`src/design/spq_pkg.sv`:
```
// ============================================================================
// spq_pkg - shared codes for the stable priority task queue
// Operation codes, status codes, controller states and cell control groups.
// ============================================================================
package spq_pkg;

    localparam int FUNC_BITS      = 3;
    localparam int STATUS_BITS    = 2;
    localparam int COUNT_OUT_BITS = 5;

    typedef enum logic [FUNC_BITS-1:0] {
        FUNC_INSERT = 3'd0,
        FUNC_POP    = 3'd1,
        FUNC_REMOVE = 3'd2,
        FUNC_GET    = 3'd3,
        FUNC_CLEAR  = 3'd4
    } t_func;

    typedef enum logic [STATUS_BITS-1:0] {
        STATUS_OK       = 2'd0,
        STATUS_MISS     = 2'd1,
        STATUS_EXECUTED = 2'd2,
        STATUS_FULL     = 2'd3
    } t_status;

    typedef enum logic [1:0] {
        ST_IDLE = 2'b01,
        ST_EXEC = 2'b10
    } t_state;

    // control broadcast from the controller to every cell
    typedef struct packed {
        logic probe;      // latch compare flags against the incoming word
        logic probe_pop;  // probe selects the head instead of an id match
        logic do_insert;  // open a gap at the insert point, write new entry
        logic do_remove;  // close the gap at the first hit
    } t_cell_ctl;

    // flags one cell hands to its neighbors
    typedef struct packed {
        logic ge;         // held entry has priority >= request
        logic hit_seen;   // a hit at this cell or any cell nearer the head
    } t_cell_flags;

endpackage

```
`src/design/spq_cell.sv`:
```
// ============================================================================
// spq_cell - one slot of the sorted entry chain
// Holds one entry, compares it to the request, shifts toward head or tail.
// ============================================================================
module spq_cell #(
    parameter int ID_BITS       = 32,
    parameter int PRIORITY_BITS = 8,
    parameter int PAYLOAD_BITS  = 32
) (
    input  logic                     i_clk,
    input  logic                     i_rst_n,
    input  spq_pkg::t_cell_ctl       i_ctl,
    input  logic                     i_valid,      // slot lies below the count
    input  logic                     i_head,       // slot zero
    // compare operands, taken straight from the input port on probe
    input  logic [ID_BITS-1:0]       i_cmp_id,
    input  logic [PRIORITY_BITS-1:0] i_cmp_priority,
    // entry written on insert
    input  logic [ID_BITS-1:0]       i_new_id,
    input  logic [PRIORITY_BITS-1:0] i_new_priority,
    input  logic [PAYLOAD_BITS-1:0]  i_new_payload,
    // neighbor toward the head
    input  spq_pkg::t_cell_flags     i_left_flags,
    input  logic [ID_BITS-1:0]       i_left_id,
    input  logic [PRIORITY_BITS-1:0] i_left_priority,
    input  logic [PAYLOAD_BITS-1:0]  i_left_payload,
    // neighbor toward the tail
    input  logic [ID_BITS-1:0]       i_right_id,
    input  logic [PRIORITY_BITS-1:0] i_right_priority,
    input  logic [PAYLOAD_BITS-1:0]  i_right_payload,
    output spq_pkg::t_cell_flags     o_flags,
    output logic                     o_take,       // first hit sits here
    output logic [ID_BITS-1:0]       o_id,
    output logic [PRIORITY_BITS-1:0] o_priority,
    output logic [PAYLOAD_BITS-1:0]  o_payload
);

    logic [ID_BITS-1:0]       r_id;
    logic [PRIORITY_BITS-1:0] r_priority;
    logic [PAYLOAD_BITS-1:0]  r_payload;
    logic                     r_ge;
    logic                     r_hit;

    logic [ID_BITS-1:0]       n_id;
    logic [PRIORITY_BITS-1:0] n_priority;
    logic [PAYLOAD_BITS-1:0]  n_payload;
    logic                     n_ge;
    logic                     n_hit;

    always_comb begin
        n_ge  = r_ge;
        n_hit = r_hit;
        if (i_ctl.probe) begin
            n_ge  = i_valid && (r_priority >= i_cmp_priority);
            n_hit = i_valid && (i_ctl.probe_pop ? i_head : (r_id == i_cmp_id));
        end
    end

    // entries with ge form a prefix, so the insert point is the first
    // cell without ge; everything from there on moves one slot to the tail
    always_comb begin
        n_id       = r_id;
        n_priority = r_priority;
        n_payload  = r_payload;
        if (i_ctl.do_insert) begin
            if (!i_left_flags.ge) begin
                n_id       = i_left_id;
                n_priority = i_left_priority;
                n_payload  = i_left_payload;
            end else if (!r_ge) begin
                n_id       = i_new_id;
                n_priority = i_new_priority;
                n_payload  = i_new_payload;
            end
        end else if (i_ctl.do_remove) begin
            if (i_left_flags.hit_seen || r_hit) begin
                n_id       = i_right_id;
                n_priority = i_right_priority;
                n_payload  = i_right_payload;
            end
        end
    end

    always_ff @(posedge i_clk) begin
        if (!i_rst_n) begin
            r_ge  <= 1'b0;
            r_hit <= 1'b0;
        end else begin
            r_ge  <= n_ge;
            r_hit <= n_hit;
        end
    end

    always_ff @(posedge i_clk) begin
        r_id       <= n_id;
        r_priority <= n_priority;
        r_payload  <= n_payload;
    end

    assign o_flags.ge       = r_ge;
    assign o_flags.hit_seen = i_left_flags.hit_seen || r_hit;
    assign o_take           = r_hit && !i_left_flags.hit_seen;
    assign o_id             = r_id;
    assign o_priority       = r_priority;
    assign o_payload        = r_payload;

endmodule

```
`src/design/stable_priority_task_queue_core.sv`:
```
// ============================================================================
// stable_priority_task_queue_core - sorted task queue built as a cell chain
// Descending priority, stable among equals; insert, pop, remove, get, clear.
// ============================================================================
//
//  channel  | handshake          | word
//  ---------+--------------------+------------------------------------------
//  request  | i_valid / o_stall  | func, task_id, priority_req, payload,
//           |                    | already_executed
//  result   | o_valid / i_stall  | status, out_id, out_priority, out_payload,
//           |                    | entry_count
//
//  Each request word is handled thus: the accept edge latches it and lets
//  every cell compare itself against it; the next edge shifts the chain and
//  loads the result register. No new word is taken while the chain shifts.
//  The result register parts the two sides: a request is taken while the
//  last result still waits, unless the result side is stalling.
//  Synchronous active-low reset empties the queue (count to zero).
// ============================================================================
module stable_priority_task_queue_core #(
    parameter int CAPACITY      = 16,
    parameter int ID_BITS       = 32,
    parameter int PRIORITY_BITS = 8,
    parameter int PAYLOAD_BITS  = 32
) (
    input  logic                               i_clk,
    input  logic                               i_rst_n,
    // request channel
    input  logic                               i_valid,
    output logic                               o_stall,
    input  logic [spq_pkg::FUNC_BITS-1:0]      i_func,
    input  logic [ID_BITS-1:0]                 i_task_id,
    input  logic [PRIORITY_BITS-1:0]           i_priority_req,
    input  logic [PAYLOAD_BITS-1:0]            i_payload,
    input  logic                               i_already_executed,
    // result channel
    output logic                               o_valid,
    input  logic                               i_stall,
    output logic [spq_pkg::STATUS_BITS-1:0]    o_status,
    output logic [ID_BITS-1:0]                 o_out_id,
    output logic [PRIORITY_BITS-1:0]           o_out_priority,
    output logic [PAYLOAD_BITS-1:0]            o_out_payload,
    output logic [spq_pkg::COUNT_OUT_BITS-1:0] o_entry_count
);

    localparam int CntBits    = $clog2(CAPACITY + 1);
    localparam int CntOutBits = spq_pkg::COUNT_OUT_BITS;

    // ---- controller state --------------------------------------------------
    spq_pkg::t_state                  r_state;
    spq_pkg::t_state                  n_state;
    logic [CntBits-1:0]               r_count;
    logic [CntBits-1:0]               n_count;

    // latched request word
    logic [spq_pkg::FUNC_BITS-1:0]    r_func;
    logic [ID_BITS-1:0]               r_id;
    logic [PRIORITY_BITS-1:0]         r_priority;
    logic [PAYLOAD_BITS-1:0]          r_payload;
    logic                             r_executed;

    // result register
    logic                             r_out_valid;
    logic                             n_out_valid;
    logic [spq_pkg::STATUS_BITS-1:0]  r_status;
    logic [spq_pkg::STATUS_BITS-1:0]  n_status;
    logic [ID_BITS-1:0]               r_out_id;
    logic [ID_BITS-1:0]               n_out_id;
    logic [PRIORITY_BITS-1:0]         r_out_priority;
    logic [PRIORITY_BITS-1:0]         n_out_priority;
    logic [PAYLOAD_BITS-1:0]          r_out_payload;
    logic [PAYLOAD_BITS-1:0]          n_out_payload;
    logic [CntOutBits-1:0]            r_entry_count;
    logic [CntOutBits-1:0]            n_entry_count;

    logic                             w_accept;
    logic                             w_exec;
    logic                             w_any_hit;
    spq_pkg::t_cell_ctl               w_ctl;

    // ---- per-cell wiring ---------------------------------------------------
    logic                             w_valid    [CAPACITY];
    spq_pkg::t_cell_flags             w_flags    [CAPACITY];
    logic                             w_take     [CAPACITY];
    logic [ID_BITS-1:0]               w_id       [CAPACITY];
    logic [PRIORITY_BITS-1:0]         w_priority [CAPACITY];
    logic [PAYLOAD_BITS-1:0]          w_payload  [CAPACITY];

    assign w_accept = i_valid && !o_stall;
    assign w_exec   = (r_state == spq_pkg::ST_EXEC);

    // busy while the chain shifts; also hold off when the result is stuck
    assign o_stall  = w_exec || (r_out_valid && i_stall);

    // a slot is live when it lies below the count
    always_comb begin
        for (int j = 0; j < CAPACITY; j++) begin
            w_valid[j] = (CntBits'(j) < r_count);
        end
    end

    // last cell's hit_seen covers the whole chain
    assign w_any_hit = w_flags[CAPACITY-1].hit_seen;

    // ---- cell control ------------------------------------------------------
    always_comb begin
        w_ctl.probe     = w_accept;
        w_ctl.probe_pop = (i_func == spq_pkg::FUNC_POP);
        w_ctl.do_insert = w_exec && (r_func == spq_pkg::FUNC_INSERT)
                          && !r_executed && (r_count != CntBits'(CAPACITY));
        w_ctl.do_remove = w_exec && w_any_hit
                          && ((r_func == spq_pkg::FUNC_POP)
                              || (r_func == spq_pkg::FUNC_REMOVE));
    end

    // ---- the chain ---------------------------------------------------------
    // cell 0 sees a virtual left neighbor that is ge and has no hit;
    // the tail cell refills from itself on removal (slot falls out of range)
    genvar k;
    generate
        for (k = 0; k < CAPACITY; k++) begin : g_cell
            spq_pkg::t_cell_flags     w_left_flags;
            logic [ID_BITS-1:0]       w_left_id;
            logic [PRIORITY_BITS-1:0] w_left_priority;
            logic [PAYLOAD_BITS-1:0]  w_left_payload;
            logic [ID_BITS-1:0]       w_right_id;
            logic [PRIORITY_BITS-1:0] w_right_priority;
            logic [PAYLOAD_BITS-1:0]  w_right_payload;

            if (k == 0) begin : g_head
                assign w_left_flags.ge       = 1'b1;
                assign w_left_flags.hit_seen = 1'b0;
                assign w_left_id             = r_id;
                assign w_left_priority       = r_priority;
                assign w_left_payload        = r_payload;
            end else begin : g_body
                assign w_left_flags    = w_flags[k-1];
                assign w_left_id       = w_id[k-1];
                assign w_left_priority = w_priority[k-1];
                assign w_left_payload  = w_payload[k-1];
            end

            if (k == CAPACITY - 1) begin : g_tail
                assign w_right_id       = w_id[k];
                assign w_right_priority = w_priority[k];
                assign w_right_payload  = w_payload[k];
            end else begin : g_inner
                assign w_right_id       = w_id[k+1];
                assign w_right_priority = w_priority[k+1];
                assign w_right_payload  = w_payload[k+1];
            end

            spq_cell #(
                .ID_BITS       (ID_BITS),
                .PRIORITY_BITS (PRIORITY_BITS),
                .PAYLOAD_BITS  (PAYLOAD_BITS)
            ) u_cell (
                .i_clk            (i_clk),
                .i_rst_n          (i_rst_n),
                .i_ctl            (w_ctl),
                .i_valid          (w_valid[k]),
                .i_head           (k == 0),
                .i_cmp_id         (i_task_id),
                .i_cmp_priority   (i_priority_req),
                .i_new_id         (r_id),
                .i_new_priority   (r_priority),
                .i_new_payload    (r_payload),
                .i_left_flags     (w_left_flags),
                .i_left_id        (w_left_id),
                .i_left_priority  (w_left_priority),
                .i_left_payload   (w_left_payload),
                .i_right_id       (w_right_id),
                .i_right_priority (w_right_priority),
                .i_right_payload  (w_right_payload),
                .o_flags          (w_flags[k]),
                .o_take           (w_take[k]),
                .o_id             (w_id[k]),
                .o_priority       (w_priority[k]),
                .o_payload        (w_payload[k])
            );
        end
    endgenerate

    // ---- controller --------------------------------------------------------
    always_comb begin
        n_state = r_state;
        unique case (r_state)
            spq_pkg::ST_IDLE: begin
                if (w_accept) begin
                    n_state = spq_pkg::ST_EXEC;
                end
            end
            spq_pkg::ST_EXEC: begin
                n_state = spq_pkg::ST_IDLE;
            end
            default: begin
                n_state = spq_pkg::ST_IDLE;
            end
        endcase
    end

    // result word and new count, resolved on the EXEC cycle
    always_comb begin
        n_count        = r_count;
        n_status       = r_status;
        n_out_id       = r_out_id;
        n_out_priority = r_out_priority;
        n_out_payload  = r_out_payload;
        n_out_valid    = r_out_valid && i_stall;

        if (w_exec) begin
            n_out_valid    = 1'b1;
            n_status       = spq_pkg::STATUS_OK;
            n_out_id       = '0;
            n_out_priority = '0;
            n_out_payload  = '0;
            case (r_func)
                spq_pkg::FUNC_INSERT: begin
                    // executed check goes ahead of the full check
                    if (r_executed) begin
                        n_status = spq_pkg::STATUS_EXECUTED;
                    end else if (r_count == CntBits'(CAPACITY)) begin
                        n_status = spq_pkg::STATUS_FULL;
                    end else begin
                        n_count = r_count + 1'b1;
                    end
                end
                spq_pkg::FUNC_POP,
                spq_pkg::FUNC_REMOVE,
                spq_pkg::FUNC_GET: begin
                    if (w_any_hit) begin
                        // at most one cell holds take, so an OR picks it out
                        for (int j = 0; j < CAPACITY; j++) begin
                            if (w_take[j]) begin
                                n_out_id       = n_out_id | w_id[j];
                                n_out_priority = n_out_priority | w_priority[j];
                                n_out_payload  = n_out_payload | w_payload[j];
                            end
                        end
                        if (r_func != spq_pkg::FUNC_GET) begin
                            n_count = r_count - 1'b1;
                        end
                    end else begin
                        n_status = spq_pkg::STATUS_MISS;
                    end
                end
                spq_pkg::FUNC_CLEAR: begin
                    n_count = '0;
                end
                default: begin
                    // unused codes leave the queue alone
                    n_count = r_count;
                end
            endcase
            n_entry_count = CntOutBits'(n_count);
        end else begin
            n_entry_count = r_entry_count;
        end
    end

    // ---- registers ---------------------------------------------------------
    always_ff @(posedge i_clk) begin
        if (!i_rst_n) begin
            r_state     <= spq_pkg::ST_IDLE;
            r_count     <= '0;
            r_out_valid <= 1'b0;
        end else begin
            r_state     <= n_state;
            r_count     <= n_count;
            r_out_valid <= n_out_valid;
        end
    end

    always_ff @(posedge i_clk) begin
        if (w_accept) begin
            r_func     <= i_func;
            r_id       <= i_task_id;
            r_priority <= i_priority_req;
            r_payload  <= i_payload;
            r_executed <= i_already_executed;
        end
        r_status       <= n_status;
        r_out_id       <= n_out_id;
        r_out_priority <= n_out_priority;
        r_out_payload  <= n_out_payload;
        r_entry_count  <= n_entry_count;
    end

    assign o_valid        = r_out_valid;
    assign o_status       = r_status;
    assign o_out_id       = r_out_id;
    assign o_out_priority = r_out_priority;
    assign o_out_payload  = r_out_payload;
    assign o_entry_count  = r_entry_count;

endmodule
```
`config.mk`:
```
export PLATFORM = sky130hd
export DESIGN_NAME = stable_priority_task_queue_core
export DESIGN_NICKNAME = d
export VERILOG_FILES = /design/src/design/spq_pkg.sv /design/src/design/spq_cell.sv /design/src/design/stable_priority_task_queue_core.sv
export SDC_FILE = /design/constraint.sdc
export NUM_CORES = 2
export LEC_CHECK = 0
export CELL_PAD_IN_SITES_DETAIL_PLACEMENT = 1
export CELL_PAD_IN_SITES_GLOBAL_PLACEMENT = 1
export CORE_MARGIN = 3
export CORE_UTILIZATION = 45
export DETAILED_ROUTE_END_ITERATION = 8
export DONT_BUFFER_PORTS = 1
export GPL_TIMING_DRIVEN = 1
export PLACE_DENSITY_LB_ADDON = 0.08
export SLEW_MARGIN = 25
export SYNTH_ARGS = -nofsm -noshare
export SYNTH_HDL_FRONTEND = slang
export SYNTH_HIERARCHICAL = 1
export SYNTH_SLANG_ARGS = --single-unit
```
`constraint.sdc`:
```
create_clock -name i_clk -period 12.55 [get_ports i_clk]
set_input_delay 1.255 -clock i_clk [delete_from_list [all_inputs] [get_ports i_clk]]
set_output_delay 1.255 -clock i_clk [all_outputs]
set_load 0.01 [all_outputs]
```
; ---- After elaboration in Yosys (flattened, before gate mapping)
; Cells that the tools add are included.
[totals]
input_bits = 80
out_inout_bits = 81
word_cells = 775
reg_bits = 1347
[op_classes]
n_lt_le_gt_ge = 32
bitwise = 45
n_eq_ne = 42
addsub = 2
n_mux = 437
n_reduce_logical = 124
[ops]
columns = op, n
row1 = $mux 32, 274
row2 = $mux 8, 137
row3 = $or 32x32->32, 30
row4 = $eq 32x32->1, 16
row5 = $ge 8x8->1, 16
row6 = $or 8x8->8, 15
row7 = $logic_and 1x1->1, 54
row8 = $reduce_and 3->1, 15
row9 = $ne 3x3->1 const B, 14
row10 = $lt 4x5->1 const A, 8
row11 = $reduce_bool 2->1, 16
row12 = $lt 3x5->1 const A, 4
row13 = $mux 5, 4
row14 = $mux 1, 18
row15 = $logic_not 1->1, 17
row16 = $logic_or 1x1->1, 17
row17 = $pmux 5 s3, 1
row18 = $lt 1x5->1 const A, 2
row19 = $lt 2x5->1 const A, 2
row20 = $eq 3x1->1 const B, 2
row21 = $eq 3x2->1 const B, 2
row22 = $reduce_and 2->1, 3
row23 = $add 5x1->5 const B, 1
row24 = $eq 5x5->1 const B, 1
row25 = other kinds (11), 13

; ---- Longest topological paths before layout
[logic_depth]
depth_word = 90
depth_mapped = 22
depth_no_buf = 21

; ---- By module
; The synthesis kept the hierarchy.
[by_module_without_submodules]
columns = module, n_inst, seq_area_each_um2, cells_per_inst, area_per_inst_um2
row1 = spq_cell, 16, 2202.1, 397, 4295.4
row2 = stable_priority_task_queue_core, 1, 4814.6, 1152, 12010.3

; ---- Worst setup path after synthesis
; Ideal clock, no wire load.
[synth_path]
kind = register to register
startpoint = register g_cell[0].u_cell.r_hit
endpoint = register g_cell[0].u_cell.r_id[0], enable pin
required_time_ns = 11.948
path_stages_with_launch = 22
n_path_buf = 0
synth_period_minus_slack_ns = 8.730
setup_ns = 0.602
path_slack_ns = 3.820
t_arrival_ns = 8.129
cell_sequence = dfxtp_1 -> or2_2 -> or2_2 -> or2_2 -> or2_2 -> or2_2 -> or2_2 -> or2_2 -> or2_2 -> or2_2 -> or2_2 -> or2_2 -> or2_2 -> or2_2 -> or2_2 -> or2_2 -> or2_2 -> nor2b_1 -> nand2b_1 -> nor2_1 -> nand2_1 -> o21ai_0
[synth_rtl]
columns = element, line
row1 = from (decl), spq_cell.sv:42  ; logic r_hit;
row2 = from (signal assigned), spq_cell.sv:90  ; r_hit <= n_hit;
row3 = to (signal assigned), spq_cell.sv:95  ; r_id <= n_id;
row4 = to (decl), spq_cell.sv:38  ; logic [ID_BITS-1:0] r_id;

==> results.md <==
- Outcome: finished, final reports clean
- Instance count along the most critical hold path: 1
- Min Clock Period, post-route: 8.19 ns
- Largest net degree at the start of global routing: 255
- Deepest level of the CTS H-tree: 4
- Worst-case vdd ir drop: 0.125 mV
- Setup violators final: 0
- Starting utilization of the core area: 0.455
- Cell area after layout: 87900 um^2
- Routed length per placed instance: 36.0 um
- Die area: 185000 um^2
- Worst R2R Setup Slack: 4.36 ns
- Startpoint kind of the worst setup timing path: flop
- Critical path capture point type: flop
- Post-synthesis instance total: 7503
- CP Launch Point: g_cell[0].u_cell/r_hit
- RSZ-0062 raised after global routing: false
- Area grow syn2layout: 8.89%
- Hold violation count in the final report: 0
- Max Fclk: 122 MHz
- Cells on worst reg2reg path: 24
- Placed Cells: 9450
- Fin Clk Skew: 0.0355 ns
- Tot GR Track Use: 0.368
- Placement row count: 154
- End of the worst register-to-register path: g_cell[13].u_cell/o_payload[14]
- Post CTS Setup Buffer Count: 0
- Final period utilization: 0.652
- Post-Route WL: 351000 um
- Crit path max-delay cell type: buf_4
- PwrDens: 116 nW/um^2
- Drt initial violations: 9324
- Max incr delay on CP: 0.49 ns
- Standard cell core area: 177000 um^2
- Final net count: 7485
- Wire length of the first global-routing pass: 495000 um
- Total clock buffers created by CTS: 161
- Root buffer cell: clkbuf_16
- Post-CTS Resized: 0
- Number of clock sinks seen by CTS: 1347
- CP Data Required Time: 13.02 ns
- Reg2reg start: g_cell[0].u_cell/r_hit
- Slew Limit Fails: 0
- Max Fanout on Critical Path: 32
- Number of antenna violations at the first check in global routing: 13
- Top delay family on crit path: simple AND/OR/NAND/NOR gates
- Number of remaining DRC errors: 0
- Max-cap check violation count: 0
- HP Start: r_state[1]
- First-pass DRT Iterations: 6
- Yosys Warn Count: 6
- Half-perimeter wire length of the detailed placement result: 215000 um
- Worst path cell trace: or2_2 > or2_2 > or2_2 > or2_2 > or2_2 > or2_2 > or2_2 > or2_2 > or2_2 > or2_2 > or2_2 > or2_2 > or2_2 > or2_2 > or2_2 > or2_2 > nor2b_1 > nand2b_1 > nor2_1 > buf_4 > nand2_1 > o21ai_4 > buf_4 > buf_4
- Final GP Congestion: 0.923
- Total cell area at the placement stage: 82500 um^2
- Static Leakage: 0.0285 uW
- Via total after detailed routing: 66200
- Total congestion overflow after global routing: 0
- Non-filler instance count after layout: 9755
- Average cell area after synthesis: 10.8 um^2
- Worst Setup Path Type: reg -> reg
- Number of top-level design ports: 161
- Vert. Die Dim: 430 um
- Setup TNS after final layout: 0 ns
- End of the worst hold path: r_state[1]
- Data arrival at the endpoint of the critical path: 8.65 ns
- Number of buffers inserted by hold repair at cts: 0
- Share of layout cells above drive strength 1: 0.0633
- Class of the tightest hold or removal check: reg -> reg
- Worst-case headroom to the max-slew limit: 0.228
- Clock transition at the registers of the reported paths: 0.06 ns
- Cell repeated most along the worst path: or2_2
- Clock buffer depth: 3
- Clock network latency to the later pin of the worst-skew pair: 0.85 ns
- Routed via count divided by cell count: 6.79
- Port buffer count: 0
- Vias in the first global route: 65300
- Slew of the pin with the lowest slew margin: 1.16 ns
- Die width: 430 um
- Synthesized cell area: 80700 um^2
- Detail Route Antenna Nets: 0
- Clock tree from TritonCTS: yes
- Buf+Inv Stages, Crit Path: 3
==> metrics by stage <==
stage / worst slack (ns) / hold WS (ns) / util / total power (uW)
global placement: 4.54 / 0.427 / 0.465 / 5390
floorplan: 3.82 / 0.414 / - / 5270
finish: 4.36 / 0.449 / 0.496 / 10200
global route: 4.22 / 0.466 / 0.496 / 10400
detailed placement: 4.50 / 0.447 / 0.466 / 5400
CTS: 4.44 / 0.446 / 0.496 / 10200
==> layout make-up <==
class	count	area, um^2
Clock inverter	96	988
Timing Repair Buffer	133	1170
Sequential cell	1347	40100
Fill cell	18800	89400
Clock buffer	202	4330
Inverter	157	602
Antenna cell	6	15.0
Multi-Input combinational cell	5474	37800
Tap cell	2340	2930
==> worst max path at each step <==
stage                                                  to  cells after the start  slack (ns)
after floorplan                  g_cell[0].u_cell/o_id[0]                     21        3.82
after global placement    g_cell[13].u_cell/o_payload[17]                     24        4.54
after detailed placement  g_cell[15].u_cell/o_payload[11]                     24        4.50
after CTS                 g_cell[13].u_cell/o_payload[17]                     24        4.44
after global routing      g_cell[15].u_cell/o_payload[14]                     24        4.22
final                     g_cell[13].u_cell/o_payload[14]                     24        4.36
==> flip-flops by register name (all words and copies together), names as in the netlist <==
register and flops:
o_status 2, g_cell.u_cell/o_priority 128, r_executed 1, r_func 3, g_cell.u_cell/r_ge 16, g_cell.w_left_priority 8
o_valid 1, o_out_payload 32, g_cell.w_left_payload 32, g_cell.u_cell/o_payload 512, o_out_id 32, g_cell.u_cell/r_hit 16
r_count 5, o_entry_count 5, o_out_priority 8, r_state 2, g_cell.w_left_id 32, g_cell.u_cell/o_id 512
==> routing by layer <==
layer | wire length (um) | track usage | part of all wire | vias up
met3 | 33300 | 0.0688 | 0.095 | 864
met1 | 145000 | 0.510 | 0.41 | 33800
met5 | 38 | 0 | 0.00011 | -
li1 | - | - | - | 27800
met2 | 156000 | 0.568 | 0.45 | 3749
met4 | 16200 | 0.148 | 0.046 | 6
==> placed cells by master (no fill, tap or decap), drive strengths merged, types with 6 or more instances in the layout <==
master / count
conb: 19
nand3: 17
nand2: 95
nor2: 1181
and3: 73
mux2i: 1152
buf: 133
dfxtp: 40
inv: 168
o22a: 16
clkbuf: 202
nor3: 25
a221oi: 217
o21ai: 64
a31oi: 75
a22oi: 145
nor4: 97
a21oi: 1193
xnor2: 145
o31ai: 20
a21o: 64
ha: 131
diode: 6
edfxtp: 1307
xor2: 368
a22o: 216
bufinv: 15
clkinv: 69
nand4: 97
or2: 18
nand2b: 18
==> power by group <==
group,internal [uW],total (uW),switching [uW]
Combinational,125,323,198
Sequential,4900,5000,102
Clock,2770,4870,2100
Total,7800,10200,2400
Note: power is estimated with default switching activity, not from simulation.
